<file path="src/itp_pkg.sv">
// ----------------------------------------------------------------------------
// itp_pkg: shared types and constants for the image tensor preprocessor
// Field widths, register indexes, command codes and the divider status type.
// ----------------------------------------------------------------------------
package itp_pkg;

  localparam int MAX_SRC_DIM_DEF = 128;
  localparam int MAX_DST_DIM_DEF = 128;
  localparam int CHANNELS        = 3;

  localparam int PIX_W     = 8;
  localparam int COEF_W    = 20;
  localparam int VAL_W     = 32;
  localparam int IDX_W     = 16;
  localparam int COORD_W   = 7;
  localparam int DIM_W     = 8;
  localparam int OPT_W     = 2;
  localparam int CFG_W     = 60;
  localparam int CFG_IDX_W = 3;

  localparam int OPT_SWAP   = 0;
  localparam int OPT_PLANAR = 1;

  localparam logic CMD_STORE   = 1'b0;
  localparam logic CMD_PRODUCE = 1'b1;

  typedef enum logic [CFG_IDX_W-1:0] {
    REG_SRC_WIDTH  = 3'd0,
    REG_SRC_HEIGHT = 3'd1,
    REG_DST_WIDTH  = 3'd2,
    REG_DST_HEIGHT = 3'd3,
    REG_OPTIONS    = 3'd4,
    REG_GAINS      = 3'd5,
    REG_OFFSETS    = 3'd6
  } reg_index_t;

  typedef struct packed {
    logic busy;
    logic done;
  } div_status_t;

endpackage

</file>
<file path="src/itp_chan_lane.sv">
// ----------------------------------------------------------------------------
// itp_chan_lane: one channel of the normalizer
// Registered pixel*gain product, offset add, and tensor index for the lane.
// ----------------------------------------------------------------------------
module itp_chan_lane #(
  parameter int LANE = 0
) (
  input  logic                             clk,
  input  logic                             load,
  input  logic [itp_pkg::PIX_W-1:0]        pixel,
  input  logic signed [itp_pkg::COEF_W-1:0] gain,
  input  logic signed [itp_pkg::COEF_W-1:0] offset,
  input  logic                             planar,
  input  logic [itp_pkg::IDX_W-1:0]        pos,
  input  logic [itp_pkg::IDX_W-1:0]        plane,
  output logic signed [itp_pkg::VAL_W-1:0] value,
  output logic [itp_pkg::IDX_W-1:0]        index
);

  localparam int PROD_W = itp_pkg::PIX_W + 1 + itp_pkg::COEF_W;
  localparam int SUM_W  = PROD_W + 1;

  logic signed [PROD_W-1:0] prod;
  logic signed [SUM_W-1:0]  sum;

  always_ff @(posedge clk) begin
    if (load) begin
      prod <= $signed({1'b0, pixel}) * gain;
    end
  end

  // |sum| stays below 2^28, so the Q15.16 result never reaches the clip points
  assign sum   = SUM_W'(prod) + SUM_W'(offset);
  assign value = itp_pkg::VAL_W'(sum);

  always_comb begin
    if (planar) begin
      index = itp_pkg::IDX_W'(itp_pkg::IDX_W'(LANE) * plane) + pos;
    end else begin
      index = itp_pkg::IDX_W'(pos * itp_pkg::IDX_W'(itp_pkg::CHANNELS))
            + itp_pkg::IDX_W'(LANE);
    end
  end

endmodule

</file>
<file path="config.mk">
export PLATFORM = sky130hd
export DESIGN_NAME = itp_chan_lane
export DESIGN_NICKNAME = d
export VERILOG_FILES = /design/src/itp_pkg.sv /design/src/itp_chan_lane.sv
export SDC_FILE = /design/constraint.sdc
export NUM_CORES = 1
export LEC_CHECK = 0
export ABC_AREA = 0
export BUFFER_PORTS_ARGS = -buffer_cell sky130_fd_sc_hd__buf_2
export CELL_PAD_IN_SITES_DETAIL_PLACEMENT = 0
export CELL_PAD_IN_SITES_GLOBAL_PLACEMENT = 1
export CORE_MARGIN = 10
export CORE_UTILIZATION = 38
export CTS_CLUSTER_SIZE = 30
export DETAILED_ROUTE_END_ITERATION = 7
export HOLD_SLACK_MARGIN = 0.15
export PLACE_DENSITY_LB_ADDON = 0.1
export SLEW_MARGIN = 0
export SYNTH_ARGS = -nofsm -noshare
export SYNTH_HDL_FRONTEND = slang
export SYNTH_SLANG_ARGS = --single-unit
</file>
<file path="constraint.sdc">
create_clock -name clk -period 7.46 [get_ports clk]
set_clock_uncertainty 0.15 [all_clocks]
set_input_delay 0.746 -clock clk [delete_from_list [all_inputs] [get_ports clk]]
set_output_delay 0.746 -clock clk [all_outputs]
set_load 0.01 [all_outputs]
</file>
==> After elaboration in Yosys (flattened, before gate mapping) <==
Index checks and enable logic that the tools add are counted.
{ "totals": {"ff_bits": 29, "latch_bits": 0, "ram_bits": 0, "romBits": 0, "out_inout_bits": 48, "n_memories": 0} }
{ "classes": {"n_addsub": 1, "mul": 2, "n_div": 0, "magnitude_cmp": 0, "n_eq_ne": 0, "shift": 0, "muxes": 1, "bitwise_logic": 0, "n_reduce_logical": 0} }
{ "ops": {"columns": ["cell", "count"], "rows": [
  ["$add A29 B20 Y30", 1],
  ["$mul A9 B20 Y29", 1],
  ["$mul A16 B2 Y16 const B", 1],
  ["$mux W16", 1]
]} }

==> Logic depth before layout (Yosys ltp) <==
{ "logic_depth": {"depth_word": 2, "mapped_depth": 19, "depth_no_buf": 18} }

==> Worst setup path before layout <==
OpenSTA, ideal clock, no wires.
{ "synth_path": {"path_kind": "input-to-reg", "startpoint": "input pixel[2] in the netlist's numbering", "endpoint": "register prod[21] (data pin)", "arrival_time_ns": 5.274, "t_required_ns": 7.045, "path_slack_ns": 1.771, "path_stages": 18, "cell_sequence": "clkbuf_1 > nand2_1 > fa_1 > inv_1 > fa_1 > inv_1 > fa_1 > fa_1 > inv_1 > ha_1 > o21a_1 > a2111o_1 > a311oi_4 > nor2_1 > a211o_1 > a21oi_1 > o21ai_0 > xor2_1"} }
{ "synth_between": {"elab_chain_len": 1} }
{ "synth_lines": {"columns": ["element", "line", "source"], "rows": [
  ["start, declared", "itp_chan_lane.sv:10", "input logic [itp_pkg::PIX_W-1:0] pixel,"],
  ["$mul A9 B20 Y29", "itp_chan_lane.sv:28", "prod <= $signed({1'b0, pixel}) * gain;"],
  ["end signal, assigned", "itp_chan_lane.sv:28", null],
  ["end, declared", "itp_chan_lane.sv:23", "logic signed [PROD_W-1:0] prod;"]
]} }
No other way between the ends.
A chain may end at the register's enable or synchronous reset.

==> Final worst setup path <==
Same ends and word-level chain as after synthesis.

==> impl_metrics.csv <==
group,metric,value,unit
sta,slew_headroom,60.9,%
synthesis,synth-async-reset-ratio,0,%
global_routing,use_met2,21.1,%
drt,ant_nets,0,
power,powerDensity,361,nW/um^2
global_routing,grt_pass1_wl,36000,um
min_path,hold_depth,2,
cells_and_area,drive_above_1_share,11.7,%
power,vdd_drop_max,141,uV
global_routing,grt_overflow,0,
power,p_leak,5.16,nW
placed_design,port_buffers,114,
clocking,cts-resized-gates,0,
placed_design,place_hpwl,18100,um
drt,vias,6940,
cells_and_area,post-route-cell-area,10000,um^2
clocking,h-tree-depth,2,
floorplan,die_height,174,um
floorplan,die_x,174,um
clocking,cts.sinks,29,
synthesis,yosysTopAreaCellShare,28.5,%
status,status,"finished clean",
floorplan,core,23300,um^2
synthesis,synthCells,1056,
drt,firstDrtPassIters,4,
sta,drv_slew,0,
synthesis,syn_area,8980,um^2
worst_setup_path,cp_slowest_cell,"fa_1",
sta,rsz0062_at_grt,"false",
min_path,min_to,"prod[0]",
clocking,cts_root_buffer,"clkbuf_16",
min_path,hp-start,"gain[0]",
cells_and_area,final_core_util,42.8,%
placed_design,place_congestion,0.799,
global_routing,antenna_found_initial,0,
clocking,clkTransAtPathRegs,0.05,ns
global_routing,grtUsageMet1,21.0,%
cells_and_area,area_growth,11.3,%
cells_and_area,largest_reg_flops,29,
sta,setup_violations,0,
clocking,clock_path_buffers,2,
flow_run,maxCapViolCount,0,
sta,clock.fmax,0.170,GHz
synthesis,syn_nets,1368,
drt,routed_wirelength,20700,um
floorplan,row_count,56,
worst_setup_path,startpoint_type,"input pin",
global_routing,grt_max_degree,33,
sta,fin_ws,1.59,ns
clocking,cts_tree,"yes",
placed_design,dp_cells,1460,
synthesis,synth_seq_cells,29,
min_path,min_path_type,"in2reg",
drt,dr.first_iter.drc_count,348,
power,total_power,3.61,mW
synthesis,synth_ff_type,"edfxtp_1",
clocking,cts.hold.buffers_added,0,
global_routing,grt_pass1_vias,7344,
sta,tightest_slew,0.586,ns
worst_setup_path,cp.arrival,5.73,ns
worst_setup_path,crit_top_cell,"fa_1",
floorplan,io_pins,131,
worst_setup_path,crit_chain,"buf_2 > nand2_1 > fa_1 > inv_1 > fa_1 > inv_1 > fa_1 > fa_1 > inv_1 > ha_1 > o21a_1 > a2111o_1 > a311oi_4 > nor2_1 > a211o_1 > a21oi_1 > o21ai_0 > xor2_1",
synthesis,synth-warning-count,0,
clocking,post_cts_buffers,0,
worst_setup_path,required,7.32,ns
synthesis,avgSynthCellArea,8.51,um^2
synthesis,synth_edf_count,29,
sta,timing.hold.ws,0.725,ns
sta,finalCriticalPeriod,5.87,ns
cells_and_area,final_cells,1469,
floorplan,die_area,30200,um^2
placed_design,place_area,9830,um^2
sta,hold_violations,0,
cells_and_area,nNetsFinal,1460,
synthesis,synth_cell_types,66,
worst_setup_path,worst_path_largest_cell_delay,0.55,ns
placed_design,dp_slack,1.28,ns
synthesis,synth_top_area_cell,"fa_1",
cells_and_area,top_register,"prod",
synthesis,synth-seq-area-share,9.69,%
drt,wl_per_cell,14.1,um
drt,drcViolationCount,0,
sta,finalCritPeriodShare,78.7,%
global_routing,track_usage,13.7,%
cells_and_area,reg.largest.list,"prod x29",
sta,tns,0,ns
drt,via_per_inst,4.72,
synthesis,synthTopCellsByArea,"fa_1 29%, ha_1 14%, edfxtp_1 9.7%",
cells_and_area,layout_common_cells,"210 x inv_1, 128 x fa_1, 116 x nand2_1",
worst_setup_path,path_class,"in2reg",
clocking,numCtsBuffers,5,
worst_setup_path,endpoint_kind,"flip-flop",
floorplan,start_util,38.5,%
worst_setup_path,critPathMaxFanout,20,
cells_and_area,final_common_cell,"inv_1",
global_routing,met3_usage,0.806,%
global_routing,grt_busiest_layer,"met2",
power by group:
| group | switching [mW] | internal [mW] | leakage, nW | total, mW |
|---|---|---|---|---|
| combinational | 1.71 | 1.29 | 4.79 | 3.01 |
| clock | 0.0594 | 0.155 | 0.0785 | 0.215 |
| sequential | 0.0237 | 0.362 | 0.284 | 0.386 |
| total | 1.80 | 1.81 | 5.16 | 3.61 |
worst max-delay path, delay by kind of cell:
| kind | cells | cell delay (ns) |
|---|---|---|
| fa+ha+maj | 5 | 2.40 |
| compound gates | 6 | 1.69 |
| buf+inv | 4 | 0.49 |
| simple gates | 2 | 0.23 |
| xor+xnor | 1 | 0.16 |
synth_stat cells, types with 25 or more instances:
master	number
inv_1	210
fa_1	128
nand2_1	116
ha_1	101
and2_1	85
a21oi_1	51
o21ai_0	35
xnor2_1	35
nor2_1	34
edfxtp_1	29
a21o_1	26
clkbuf_1	25
worst max path at each step:
stage               startpoint       end  slack, ns  cells after the start
floorplan             pixel[2]  prod[21]       1.77                     18
global placement      pixel[2]  prod[21]       1.28                     18
detailed placement    pixel[2]  prod[21]       1.28                     18
CTS                   pixel[2]  prod[21]       1.57                     18
global route          pixel[2]  prod[21]       1.30                     18
finish                pixel[2]  prod[21]       1.59                     18
area by class of cell:
type,instances,area [um^2]
clock buffer,6,129
multi-input combinational,788,7200
clock inverter,2,33.8
fill,2423,13300
tap,319,399
timing repair buffer,114,571
sequential,29,871
inverter,210,788
antenna,1,2.50
layer usage:
metal,up-vias,wire length (um)
met4,0,138
met1,3205,11300
li1,3610,-
met5,-,0
met3,6,620
met2,119,8620
cells by family after synthesis:
family / count (synthesis) / synth area share [%]
buffers and inverters: 239 / 10.1
XOR/XNOR: 54 / 5.27
multiplexers: 3 / 0.348
AND/OR/NAND/NOR: 305 / 16.9
flip-flops: 29 / 9.69
AO/OA/AOI/OAI: 197 / 15.1
adder cells (fa/ha/maj): 229 / 42.6
No activity file was read; power rests on OpenSTA's default activity.
