**config.mk**
```make
export PLATFORM = sky130hd
export DESIGN_NAME = itp_coord_div
export DESIGN_NICKNAME = d
export VERILOG_FILES = /design/src/itp_pkg.sv /design/src/itp_coord_div.sv
export SDC_FILE = /design/constraint.sdc
export NUM_CORES = 1
export LEC_CHECK = 0
export BUFFER_PORTS_ARGS = -buffer_cell sky130_fd_sc_hd__buf_2
export CAP_MARGIN = 40
export CORE_MARGIN = 8
export CORE_UTILIZATION = 45
export CTS_BUF_LIST = sky130_fd_sc_hd__clkbuf_16
export CTS_CLUSTER_SIZE = 16
export DETAILED_ROUTE_END_ITERATION = 8
export PLACE_DENSITY = 0.65
export SLEW_MARGIN = 20
export SYNTH_ARGS = -nofsm -noshare
export SYNTH_HDL_FRONTEND = slang
export SYNTH_SLANG_ARGS = --single-unit
```
**constraint.sdc**
```tcl
create_clock -name clk -period 4.55 [get_ports clk]
set_input_delay 0.2275 -clock clk [delete_from_list [all_inputs] [get_ports clk]]
set_output_delay 0.2275 -clock clk [all_outputs]
set_load 0.05 [all_outputs]
```
**src/itp_pkg.sv**
```systemverilog
// ----------------------------------------------------------------------------
// itp_pkg: shared types and constants for the image tensor preprocessor
// Field widths, register indexes, command codes and the divider status type.
// ----------------------------------------------------------------------------
package itp_pkg;

  localparam int MAX_SRC_DIM_DEF = 128;
  localparam int MAX_DST_DIM_DEF = 128;
  localparam int CHANNELS        = 3;

  localparam int PIX_W     = 8;
  localparam int COEF_W    = 20;
  localparam int VAL_W     = 32;
  localparam int IDX_W     = 16;
  localparam int COORD_W   = 7;
  localparam int DIM_W     = 8;
  localparam int OPT_W     = 2;
  localparam int CFG_W     = 60;
  localparam int CFG_IDX_W = 3;

  localparam int OPT_SWAP   = 0;
  localparam int OPT_PLANAR = 1;

  localparam logic CMD_STORE   = 1'b0;
  localparam logic CMD_PRODUCE = 1'b1;

  typedef enum logic [CFG_IDX_W-1:0] {
    REG_SRC_WIDTH  = 3'd0,
    REG_SRC_HEIGHT = 3'd1,
    REG_DST_WIDTH  = 3'd2,
    REG_DST_HEIGHT = 3'd3,
    REG_OPTIONS    = 3'd4,
    REG_GAINS      = 3'd5,
    REG_OFFSETS    = 3'd6
  } reg_index_t;

  typedef struct packed {
    logic busy;
    logic done;
  } div_status_t;

endpackage

```
**src/itp_coord_div.sv**
```systemverilog
// ----------------------------------------------------------------------------
// itp_coord_div: nearest-neighbour coordinate mapper
// Computes min(floor(out*src/dst), src-1) with a restoring divider that
// retires one quotient bit per cycle.
// ----------------------------------------------------------------------------
module itp_coord_div #(
  parameter int SRC_W  = 8,
  parameter int DST_W  = 8,
  parameter int SIDX_W = 7
) (
  input  logic                         clk,
  input  logic                         rst,
  input  logic                         start,
  input  logic [itp_pkg::COORD_W-1:0]  out_coord,
  input  logic [SRC_W-1:0]             src,
  input  logic [DST_W-1:0]             dst,
  output itp_pkg::div_status_t         status,
  output logic [SIDX_W-1:0]            coord
);

  localparam int NUM_W = itp_pkg::COORD_W + SRC_W;
  localparam int CNT_W = $clog2(NUM_W + 1);

  logic [NUM_W-1:0] num;
  logic [DST_W-1:0] rem;
  logic [CNT_W-1:0] cnt;
  logic             busy;
  logic             done;

  logic [DST_W:0]   rem_shift;
  logic             fits;
  logic [DST_W-1:0] rem_next;
  logic [SIDX_W-1:0] coord_next;

  always_comb begin
    rem_shift = {rem, num[NUM_W-1]};
    fits      = rem_shift >= {1'b0, dst};
    rem_next  = fits ? DST_W'(rem_shift - {1'b0, dst}) : DST_W'(rem_shift);
    // quotient has fully replaced the numerator once the count runs out
    coord_next = (num >= NUM_W'(src)) ? SIDX_W'(src - SRC_W'(1)) : SIDX_W'(num);
  end

  always_ff @(posedge clk) begin
    if (rst) begin
      busy <= 1'b0;
      done <= 1'b0;
      cnt  <= '0;
    end else begin
      done <= 1'b0;
      if (start) begin
        num  <= NUM_W'(out_coord) * NUM_W'(src);
        rem  <= '0;
        cnt  <= CNT_W'(NUM_W);
        busy <= 1'b1;
      end else if (busy) begin
        if (cnt != '0) begin
          rem <= rem_next;
          num <= {num[NUM_W-2:0], fits};
          cnt <= cnt - CNT_W'(1);
        end else begin
          coord <= coord_next;
          busy  <= 1'b0;
          done  <= 1'b1;
        end
      end
    end
  end

  assign status.busy = busy;
  assign status.done = done;

endmodule

```
Word level (Yosys, flattened, before mapping)
Index checks and enable logic that the tools add are counted.

storage, ports and cells
  output and inout port bits = 9
  flip-flop bits (word level) = 36
  logic and storage cells = 37

operators by class
  reduce and logical (&&, ||, !) cells = 7
  bitwise operators = 4
  add/sub/neg operators = 3
  $mul = 1
  mux-type cells = 14
  $lt $le $gt $ge = 2

operators by type and width
  kind                                              count
  2-to-1 mux 15 bit                                 3
  2-to-1 mux 8 bit                                  3
  greater-or-equal comparator 15 x 8 -> 1 bit       1
  multiplier 7 x 8 -> 15 bit                        1
  2-to-1 mux 4 bit                                  3
  greater-or-equal comparator 9 x 8 -> 1 bit        1
  subtractor 8 bit                                  1
  2-to-1 mux 7 bit                                  1
  subtractor 7 x 1 -> 7 bit, second input constant  1
  2-to-1 mux 1 bit                                  4
  inverter 1 bit                                    4
  AND reduction 4 bit                               1
  nonzero test 2 bit                                2
  nonzero test 4 bit                                1
  subtractor 4 x 1 -> 4 bit, second input constant  1
  AND reduction 3 bit                               1
  OR reduction 3 bit                                1
  AND reduction 2 bit                               1

Depth between registers and ports, before layout
Gate-level depths: netlist of the first run.

  depth in word-level cells = 4
  depth in mapped cells = 17

Worst setup path before layout of the first run
No wires, ideal clock.

  path kind = input to register
  start point = in src[3]
  end point = reg num[10], data pin
  stages = 17
  path slack = 119 ps
  library setup time = 260 ps
  buffers on the path = 1
  arrival = 4,171 ps
  cell sequence = clkbuf_1 and2_1 fa_1 inv_1 fa_1 inv_1 fa_1 inv_1 fa_1 inv_1 ha_1 o21a_1 a21o_1 a211o_1 a31oi_1 xnor2_1 mux2_2

on the way
  longest elaborated chain between the ends = 2

RTL lines
  item                        RTL line             source
  start, declared             itp_coord_div.sv:15  input logic [SRC_W-1:0] src,
  multiplier 7 x 8 -> 15 bit  itp_coord_div.sv:51  num <= NUM_W'(out_coord) * NUM_W'(src);
  2-to-1 mux 15 bit           itp_coord_div.sv:50  if (start) begin
  end signal, assigned        itp_coord_div.sv:51
  end signal, assigned        itp_coord_div.sv:58  num <= {num[NUM_W-2:0], fits};
  end, declared               itp_coord_div.sv:24  logic [NUM_W-1:0] num;

Every way passes these cells.
A chain may end at the register's enable or synchronous reset.

Worst setup path in the final report of the first run
  start point = in out_coord[3] in the netlist's numbering
  end point = reg num[10], data pin

on the way
  longest elaborated chain between the ends = 2

RTL lines
  item                        RTL line             source
  start, declared             itp_coord_div.sv:14  input logic [itp_pkg::COORD_W-1:0] out_coord,
  multiplier 7 x 8 -> 15 bit  itp_coord_div.sv:51
  2-to-1 mux 15 bit           itp_coord_div.sv:50

Every way passes these cells.

==> impl_metrics.ini, run 1 <==
[power_and_ir_drop]
power_leakage_nw = 2.10
peakVddDrop_uv = 156
p_per_area_nw_per_um2 = 363
p_total_w = 0.00162

[synthesis]
synthArstFlopShare_pct = 0
synth.avg_cell_area_sq_um = 9.89
ys_seq_area_share_pct = 25.8
synth_area_leaders = edfxtp_1, ha_1, fa_1
synthCells = 400
yosysWarnings = 0
yosys-top-cells-count = ha_1, inv_1, and2_1, edfxtp_1, fa_1
synth_edf_count = 30
syn-num-nets = 507
synth-seq-cells = 36
syn_area_sq_um = 3960
ys_types = 49
synthFlopType = edfxtp_1
yosysTopAreaCell = edfxtp_1
yosysMostFrequentCell = ha_1
synth_top_area_share_pct = 22.8

[clocking]
post_cts_buffers = 0
insertion_delay_ps = 280
cts_buffers = 5
clockBufferDepth = 2
htreeDepth = 2
cts_root_buffer = clkbuf_16
cts_resized = 0
ctsHoldBuffers = 0
clk_pin_slew_ps = 60
cts_tree = built
cts_sinks = 36

[worst_setup_path]
worstSetupEndpointType = register
rrSetupSlack_ps = 2040
crit_chain = buf_2 > and2_1 > fa_1 > inv_1 > fa_1 > inv_1 > fa_1 > inv_1 > fa_1 > inv_1 > ha_1 > o21a_1 > a21o_1 > a211o_1 > a31oi_1 > xnor2_1 > mux2_2
crit_fanout = 4
crit_required_ps = 4580
crit_slowest_cell = fa_1
crit_path_max_incr_delay_ps = 540
cp-start-kind = input port
cp_top_family = adder cells
reg2reg_depth = 7
cp_num_buf_inv = 5
arrival_ps = 4260
timing.rr.start = rem[5]
path_class = in -> reg
timing.rr.end = rem[6]

[floorplan]
die_h_um = 110
rows = 34
die_x_um = 110
dieArea_sq_um = 12100
io_pins = 35
start_util_pct = 45.8
core-area_sq_um = 8640

[sta]
rsz0062_at_grt = false
fin_crit_ps = 4230
min_period_over_period_pct = 92.9
fin_worst_skew_ps = 2.40
max_freq_mhz = 237
hold_violations = 0
setup_viol = 0
slew_viol_final = 0
slew-limit-headroom_pct = 61.6
worst_pin_slew_ps = 577
layout_setup_ws_ps = 323
tns_ps = 0

[placement]
dp.cells = 545
port_buffers = 34
placed_area_sq_um = 4330
place_congestion = 0.849
dpl_worst_slack_ps = 26.4
dp_hpwl_um = 6830

[route]
drt_iter0_markers = 123
wl_per_cell_um = 15.3
via_per_inst = 5.41
drt-total-wl_um = 8440
route.detailed.drc = 0
drtPass1Iterations = 4
antenna_left = 0
num_vias = 2989

[finish]
drive_above_1_share_pct = 17.8
stdcell_area_sq_um = 4470
area_delta_synth_final_pct = 13.0
antennaDiodeCount = 0
final_nets = 551
instances_no_fill = 553

[hold_path]
worstHoldPathCells = 2
hold_end = cnt[3]
min_path_type = in -> reg
min_from = rst

[grt]
grt_max_degree = 29
grt_pass1_wl_um = 15000
grt_pass1_vias = 3171
grt_usage_pct = 15.3
antenna_found_initial = 0
overflow = 0

[job]
maxCapViolCount = 0

[status]
outcome = finished, final reports clean
[cells by family (layout without fill, tap and decap cells)]
family	after synthesis	count (layout)	share of synthesized area, %
simple gates	111	111	15.6
xor+xnor	18	18	3.98
flops	36	36	25.8
fa+ha+maj	81	81	31.3
compound gates	75	75	12.5
buf+inv	62	107	6.10
mux	17	17	4.74
[routing by layer]
layer / part of all wire [%] / track usage, % / vias to the layer above
met4: 1.1 / 2.89 / 0
met5: 0 / 0 / -
met1: 48 / 20.8 / 1454
met3: 2.9 / 2.52 / 5
met2: 48 / 25.1 / 50
li1: - / - / 1480
[placed cells by master (no fill, tap or decap), types with 3 or more instances in the layout]
cell type / synthesis / final
a211o_1: 3 / 3
a211oi_1: 5 / 5
a21o_1: 5 / 5
a21oi_1: 21 / 20
a31oi_1: 4 / 4
a41oi_1: 3 / 3
and2_1: 44 / 44
buf_2: 1 / 34
buf_4: 2 / 16
clkbuf_16: 0 / 5
dfxtp_1: 6 / 6
edfxtp_1: 30 / 30
fa_1: 30 / 30
ha_1: 51 / 51
inv_1: 49 / 49
mux2_2: 14 / 14
mux2i_1: 3 / 3
nand2_1: 21 / 21
nand2b_1: 5 / 5
nand3_1: 7 / 7
nand4_1: 4 / 4
nor2_1: 9 / 9
nor3_1: 7 / 7
nor4_1: 3 / 3
o21a_1: 5 / 5
o21ai_0: 10 / 10
o21ai_1: 5 / 5
xnor2_1: 15 / 15
xor2_1: 3 / 3
[stage by stage]
stage | util, % | hold slack [ps]
2_1_floorplan | - | 442
3_3_place_gp | 50.1 | 506
3_5_place_dp | 50.1 | 514
4_1_cts | 51.8 | 214
5_1_grt | 51.8 | 230
6_report | 51.8 | 221
[worst max-delay path by stage]
| stage | slack (ps) | to | from | cells after the start |
|---|---|---|---|---|
| after detailed placement | 30 | num[10] | out_coord[3] | 17 |
| after global placement | 80 | num[10] | out_coord[3] | 17 |
| after floorplan | 120 | num[10] | src[3] | 17 |
| after CTS | 320 | num[10] | out_coord[3] | 17 |
| after global routing | 140 | num[13] | src[4] | 17 |
| final | 320 | num[10] | out_coord[3] | 17 |
[power by group]
| part | total (W) | leakage (nW) | internal, W | switching, W |
|---|---|---|---|---|
| combinational | 0.000841 | 1.69 | 0.000404 | 0.000437 |
| sequential | 0.000445 | 0.335 | 0.000422 | 0.0000230 |
| clock | 0.000337 | 0.0716 | 0.000202 | 0.000136 |
[state kept, by name (all words and copies together) (netlist names)]
register,cells
cnt,4
num,15
coord,7
rem,8
done,1
busy,1
[final cells by class]
cell class	count	area, sq um
fill	789	4160
multi-input combinational	302	2700
sequential	36	1020
timing repair buffer	50	290
inverter	49	184
tap	108	135
clock buffer	5	125
clock inverter	3	17.5
(Power assumes the default switching activity.)
==> run 2, diff against run 1 <==
Settings changed: CELL_PAD_IN_SITES_DETAIL_PLACEMENT set to 1, CELL_PAD_IN_SITES_GLOBAL_PLACEMENT set to 2, CORE_UTILIZATION 45 to 30, PLACE_DENSITY 0.65 to unset, PLACE_DENSITY_LB_ADDON set to 0.1.
==> run 2 against run 1 <==
  * Setup slack worse by 27 ps
  * Via count grew 0.33%
  * Sequential share of layout area is 0.47 points lower
  * Wire length is 20% higher
  * Global-route usage is 2.2 points lower
  * Critical path type unchanged
  * Largest cell class unchanged
==> impl_metrics.ini, run 2 (synthesized netlist as in run 1, its figures left out) <==
[worst_setup_path]
reg2reg_depth = 7
crit_path_max_incr_delay_ps = 530
worstSetupEndpointType = register
cp-start-kind = input port
crit_required_ps = 4580
cp_top_family = adder cells
rrSetupSlack_ps = 1990
cp_num_buf_inv = 5
path_class = in -> reg
arrival_ps = 4280
timing.rr.end = rem[6]
crit_slowest_cell = fa_1
crit_fanout = 4
crit_chain = buf_2 > and2_1 > fa_1 > inv_1 > fa_1 > inv_1 > fa_1 > inv_1 > fa_1 > inv_1 > ha_1 > o21a_1 > a21o_1 > a211o_1 > a31oi_1 > xnor2_1 > mux2_2
timing.rr.start = rem[1]

[finish]
final_common_cell = ha_1
final_nets = 549
antennaDiodeCount = 0
instances_no_fill = 619
layout_common_cells = ha_1, inv_1, and2_1
drive_above_1_share_pct = 17.4
regMostFlops = num
area_delta_synth_final_pct = 15.4
largestRegisters = num: 15 flops, rem: 8 flops, coord: 7 flops
largest_register_ffs = 15

[route]
route.detailed.drc = 0
wl_per_cell_um = 16.4
via_per_inst = 4.84
num_vias = 2999
drt-total-wl_um = 10100
drt_iter0_markers = 114
drtPass1Iterations = 4
antenna_left = 0

[power_and_ir_drop]
switching_share_pct = 36.2
clkPwrFrac_pct = 22.9
comb_power_share_pct = 50.8
power_leakage_nw = 2.10
p_per_area_nw_per_um2 = 372
sequentialPowerShare_pct = 26.3
p_total_w = 0.00170
intPower_w = 0.00108
switchingPower_w = 0.000615
peakVddDrop_uv = 155

[grt]
grt_usage_pct = 13.1
grt_pass1_vias = 3365
antenna_found_initial = 0
grt_pass1_wl_um = 17600
grt_max_degree = 29
overflow = 0

[hold_path]
min_from = rst
min_path_type = in -> reg
worstHoldPathCells = 2
hold_end = cnt[2]

[clocking]
clockBufferDepth = 2
cts_tree = built
cts_buffers = 5
cts_sinks = 36
clk_pin_slew_ps = 60
post_cts_buffers = 0
cts_root_buffer = clkbuf_16
cts_resized = 0
ctsHoldBuffers = 0
htreeDepth = 2
insertion_delay_ps = 280

[sta]
fin_worst_skew_ps = 5.36
worst_pin_slew_ps = 576
timing.hold.ws_ps = 230
hold_violations = 0
rsz0062_at_grt = false
slew_viol_final = 0
min_period_over_period_pct = 93.5
setup_viol = 0
fin_crit_ps = 4250
max_freq_mhz = 235
tns_ps = 0
slew-limit-headroom_pct = 61.6
layout_setup_ws_ps = 296

[floorplan]
rows = 42
dieArea_sq_um = 17100
start_util_pct = 30.2
die_x_um = 131
io_pins = 35
core-area_sq_um = 13100
die_h_um = 131

[status]
outcome = finished, final reports clean

[placement]
dp_hpwl_um = 8290
port_buffers = 34
place_congestion = 0.764
dp.cells = 611
dpl_worst_slack_ps = 4.55

[job]
maxCapViolCount = 0
-- run 2: cell types whose count changed in the layout (fill, tap and decap cells not counted), sizes merged --
| cell | before | now |
|---|---|---|
| bufinv | 0 | 1 |
| buf | 50 | 48 |
| inv | 50 | 49 |
-- run 2: final cells by class --
| cell class | count | area [sq um] |
|---|---|---|
| clock buffers | 5 | 125 |
| clock inverters | 3 | 37.5 |
| fillers | 1508 | 8520 |
| inverters | 49 | 184 |
| multi-input cells | 302 | 2710 |
| flip-flops and latches | 36 | 1020 |
| well taps | 176 | 220 |
| repair buffers | 48 | 273 |
-- run 2: worst max path at each step --
stage	slack, ps	endpoint	startpoint	depth (start not counted)
after global routing	110	num[13]	src[4]	16
after global placement	60	num[10]	out_coord[3]	17
final	300	num[10]	src[3]	17
after CTS	300	num[10]	src[4]	17
after detailed placement	5	num[10]	src[4]	17
after floorplan	120	num[10]	src[3]	17
-- run 2: through the flow --
| step | utilization (%) | cell area (sq um) |
|---|---|---|
| 3_5_place_dp | 33.6 | 4400 |
| 3_3_place_gp | 33.6 | 4400 |
| 5_1_grt | 34.9 | 4570 |
| 2_1_floorplan | - | 3960 |
| 4_1_cts | 34.9 | 4570 |
| 6_report | 34.9 | 4570 |
-- run 2: power groups by stage --
stage | clock network, W | registers [W] | logic (W)
after floorplan | 0 | 0.000446 | 0.000629
after global placement | 0 | 0.000453 | 0.000861
after detailed placement | 0 | 0.000453 | 0.000874
after CTS | 0.000399 | 0.000447 | 0.000881
after global routing | 0.000412 | 0.000452 | 0.00100
final | 0.000389 | 0.000446 | 0.000863
-- run 2: per-layer routing --
metal,GRT usage (%),share of wire (%)
met3,2.15,2.7
met2,22.1,47
met5,0,0
met1,17.9,50
met4,1.22,0.28
==> run 3, diff against run 2 <==
Settings changed: CORE_UTILIZATION 30 to 35.
==> run 3 against run 2 <==
  * Register-to-register slack got worse by 40 ps
  * Critical endpoint unchanged
  * Fmax down 0.33%
  * Combinational power is 2% lower
  * Sequential power about the same
  * Sequential share of layout area rose by 0.34 points
  * Clock skew fell by 1.8 ps
  * Via count is 0.43% lower
  * Non-clock buffer count unchanged
  * Highest routed layer unchanged
  * Die area fell by 13%
==> impl_metrics.ini, run 3 (synthesized netlist as in run 1, its figures left out) <==
[hold_path]
min_path_type = in -> reg
min_from = rst
worstHoldPathCells = 2
hold_end = cnt[2]

[sta]
slew-limit-headroom_pct = 59.7
fin_crit_ps = 4270
slew_viol_final = 0
worst_pin_slew_ps = 596
rsz0062_at_grt = false
hold_violations = 0
max_freq_mhz = 234
min_period_over_period_pct = 93.8
setup_viol = 0
fin_worst_skew_ps = 3.52

[power_and_ir_drop]
peakVddDrop_uv = 164
p_per_area_nw_per_um2 = 359
power_leakage_nw = 2.09

[route]
via_per_inst = 5.10
drtPass1Iterations = 4
top_layer = met4
num_vias = 2986
wl_per_cell_um = 16.2
dr_wl_met3_um = 203
drt-total-wl_um = 9520
route.detailed.drc = 0
drt_iter0_markers = 136
antenna_left = 0
dr_wl_met2_um = 4510
wl_met1_um = 4780

[placement]
port_buffers = 34
dp.cells = 578
place_congestion = 0.794
dp_hpwl_um = 7880
placed_area_sq_um = 4360

[clocking]
cts_buffers = 5
cts_tree = built
cts_sinks = 36
insertion_delay_ps = 270
clk_pin_slew_ps = 50
clockBufferDepth = 2
cts_root_buffer = clkbuf_16
htreeDepth = 2
post_cts_buffers = 0
cts_resized = 0
ctsHoldBuffers = 0

[finish]
drive_above_1_share_pct = 17.4
final_common_cell = ha_1
stdcell_area_sq_um = 4500
final_nets = 549
largest_register_ffs = 15
instances_no_fill = 586
antennaDiodeCount = 0
layout_common_cells = ha_1, inv_1, and2_1
area_delta_synth_final_pct = 13.6
n_fill_cell = 1305
largestRegisters = num: 15 flops, rem: 8 flops, coord: 7 flops
regMostFlops = num

[worst_setup_path]
arrival_ps = 4290
timing.rr.start = rem[1]
timing.rr.end = rem[6]
path_class = in -> reg
crit_slowest_cell = fa_1
crit_chain = buf_2 > and2_1 > fa_1 > inv_1 > fa_1 > inv_1 > fa_1 > inv_1 > fa_1 > inv_1 > ha_1 > o21a_1 > a21o_1 > a211o_1 > a31oi_1 > xnor2_1 > mux2_2
cp-start-kind = input port
crit_fanout = 4
crit_path_max_incr_delay_ps = 540
worstSetupEndpointType = register
crit_required_ps = 4570
reg2reg_depth = 7
rrSetupSlack_ps = 1950

[floorplan]
rows = 39
io_pins = 35
core-area_sq_um = 11200
die_x_um = 122
die_h_um = 122
start_util_pct = 35.3
dieArea_sq_um = 15000

[grt]
grt_max_degree = 29
grt_usage_pct = 13.7
grt_pass1_vias = 3367
antenna_found_initial = 0
grt_pass1_wl_um = 16500
overflow = 0

[status]
outcome = finished, final reports clean

[job]
maxCapViolCount = 0
run 3: cell count changes in the layout (fill, tap and decap cells not counted):
cell	previous run	this run
nor4b_1	1	2
bufinv_16	1	0
buf_4	13	14
clkinv_2	0	2
clkinv_1	2	1
buf_2	35	34
nor4b_2	1	0
run 3: how the worst max path moves through the flow:
stage                            start      end  slack (ps)  cells after the start
after global placement    out_coord[3]  num[10]          60                     17
after detailed placement        src[3]  num[10]         -20                     17
after floorplan                 src[3]  num[10]         120                     17
after CTS                       src[3]  num[10]         270                     17
after global routing            src[3]  num[10]          50                     17
final                           src[3]  num[10]         280                     17
run 3: where the power goes:
| part | internal [W] | switching, W | total [W] | leakage [nW] |
|---|---|---|---|---|
| clock network | 0.000199 | 0.000124 | 0.000323 | 0.0710 |
| registers | 0.000422 | 0.0000237 | 0.000446 | 0.335 |
| logic | 0.000402 | 0.000446 | 0.000848 | 1.69 |
| total | 0.00102 | 0.000593 | 0.00162 | 2.09 |
run 3: area by class of cell:
class                           count  area [sq um]  share of cell area (%)
Clock buffer                        5           125                    2.78
Sequential cell                    36          1020                    22.7
Multi-Input combinational cell    302          2700                    60.0
Tap cell                          143           179                    3.98
Timing Repair Buffer               48           275                    6.12
Inverter                           49           184                    4.09
Clock inverter                      3          13.8                   0.306
run 3: through the flow:
stage	setup WS, ps	power (W)	TNS, ps	utilization (%)	hold slack, ps
finish	282	0.00162	0	40.1	230
global route	45.8	0.00179	0	40.1	240
CTS	269	0.00165	0	40.1	227
detailed placement	-17.7	0.00132	-17.7	38.8	517
global placement	61.6	0.00130	0	38.8	516
floorplan	119	0.00108	0	-	442
run 3: critical path, delay by kind of cell:
family / cells / cell delay (ps)
fa+ha+maj: 5 / 2400
compound gates: 4 / 820
buf+inv: 5 / 320
mux: 1 / 260
simple gates: 1 / 160
xor+xnor: 1 / 90
run 3: layer usage:
layer,vias to the layer above,track usage (%)
li1,1474,-
met1,1491,19.0
met2,19,22.8
met3,2,1.89
met4,0,1.14
met5,-,0
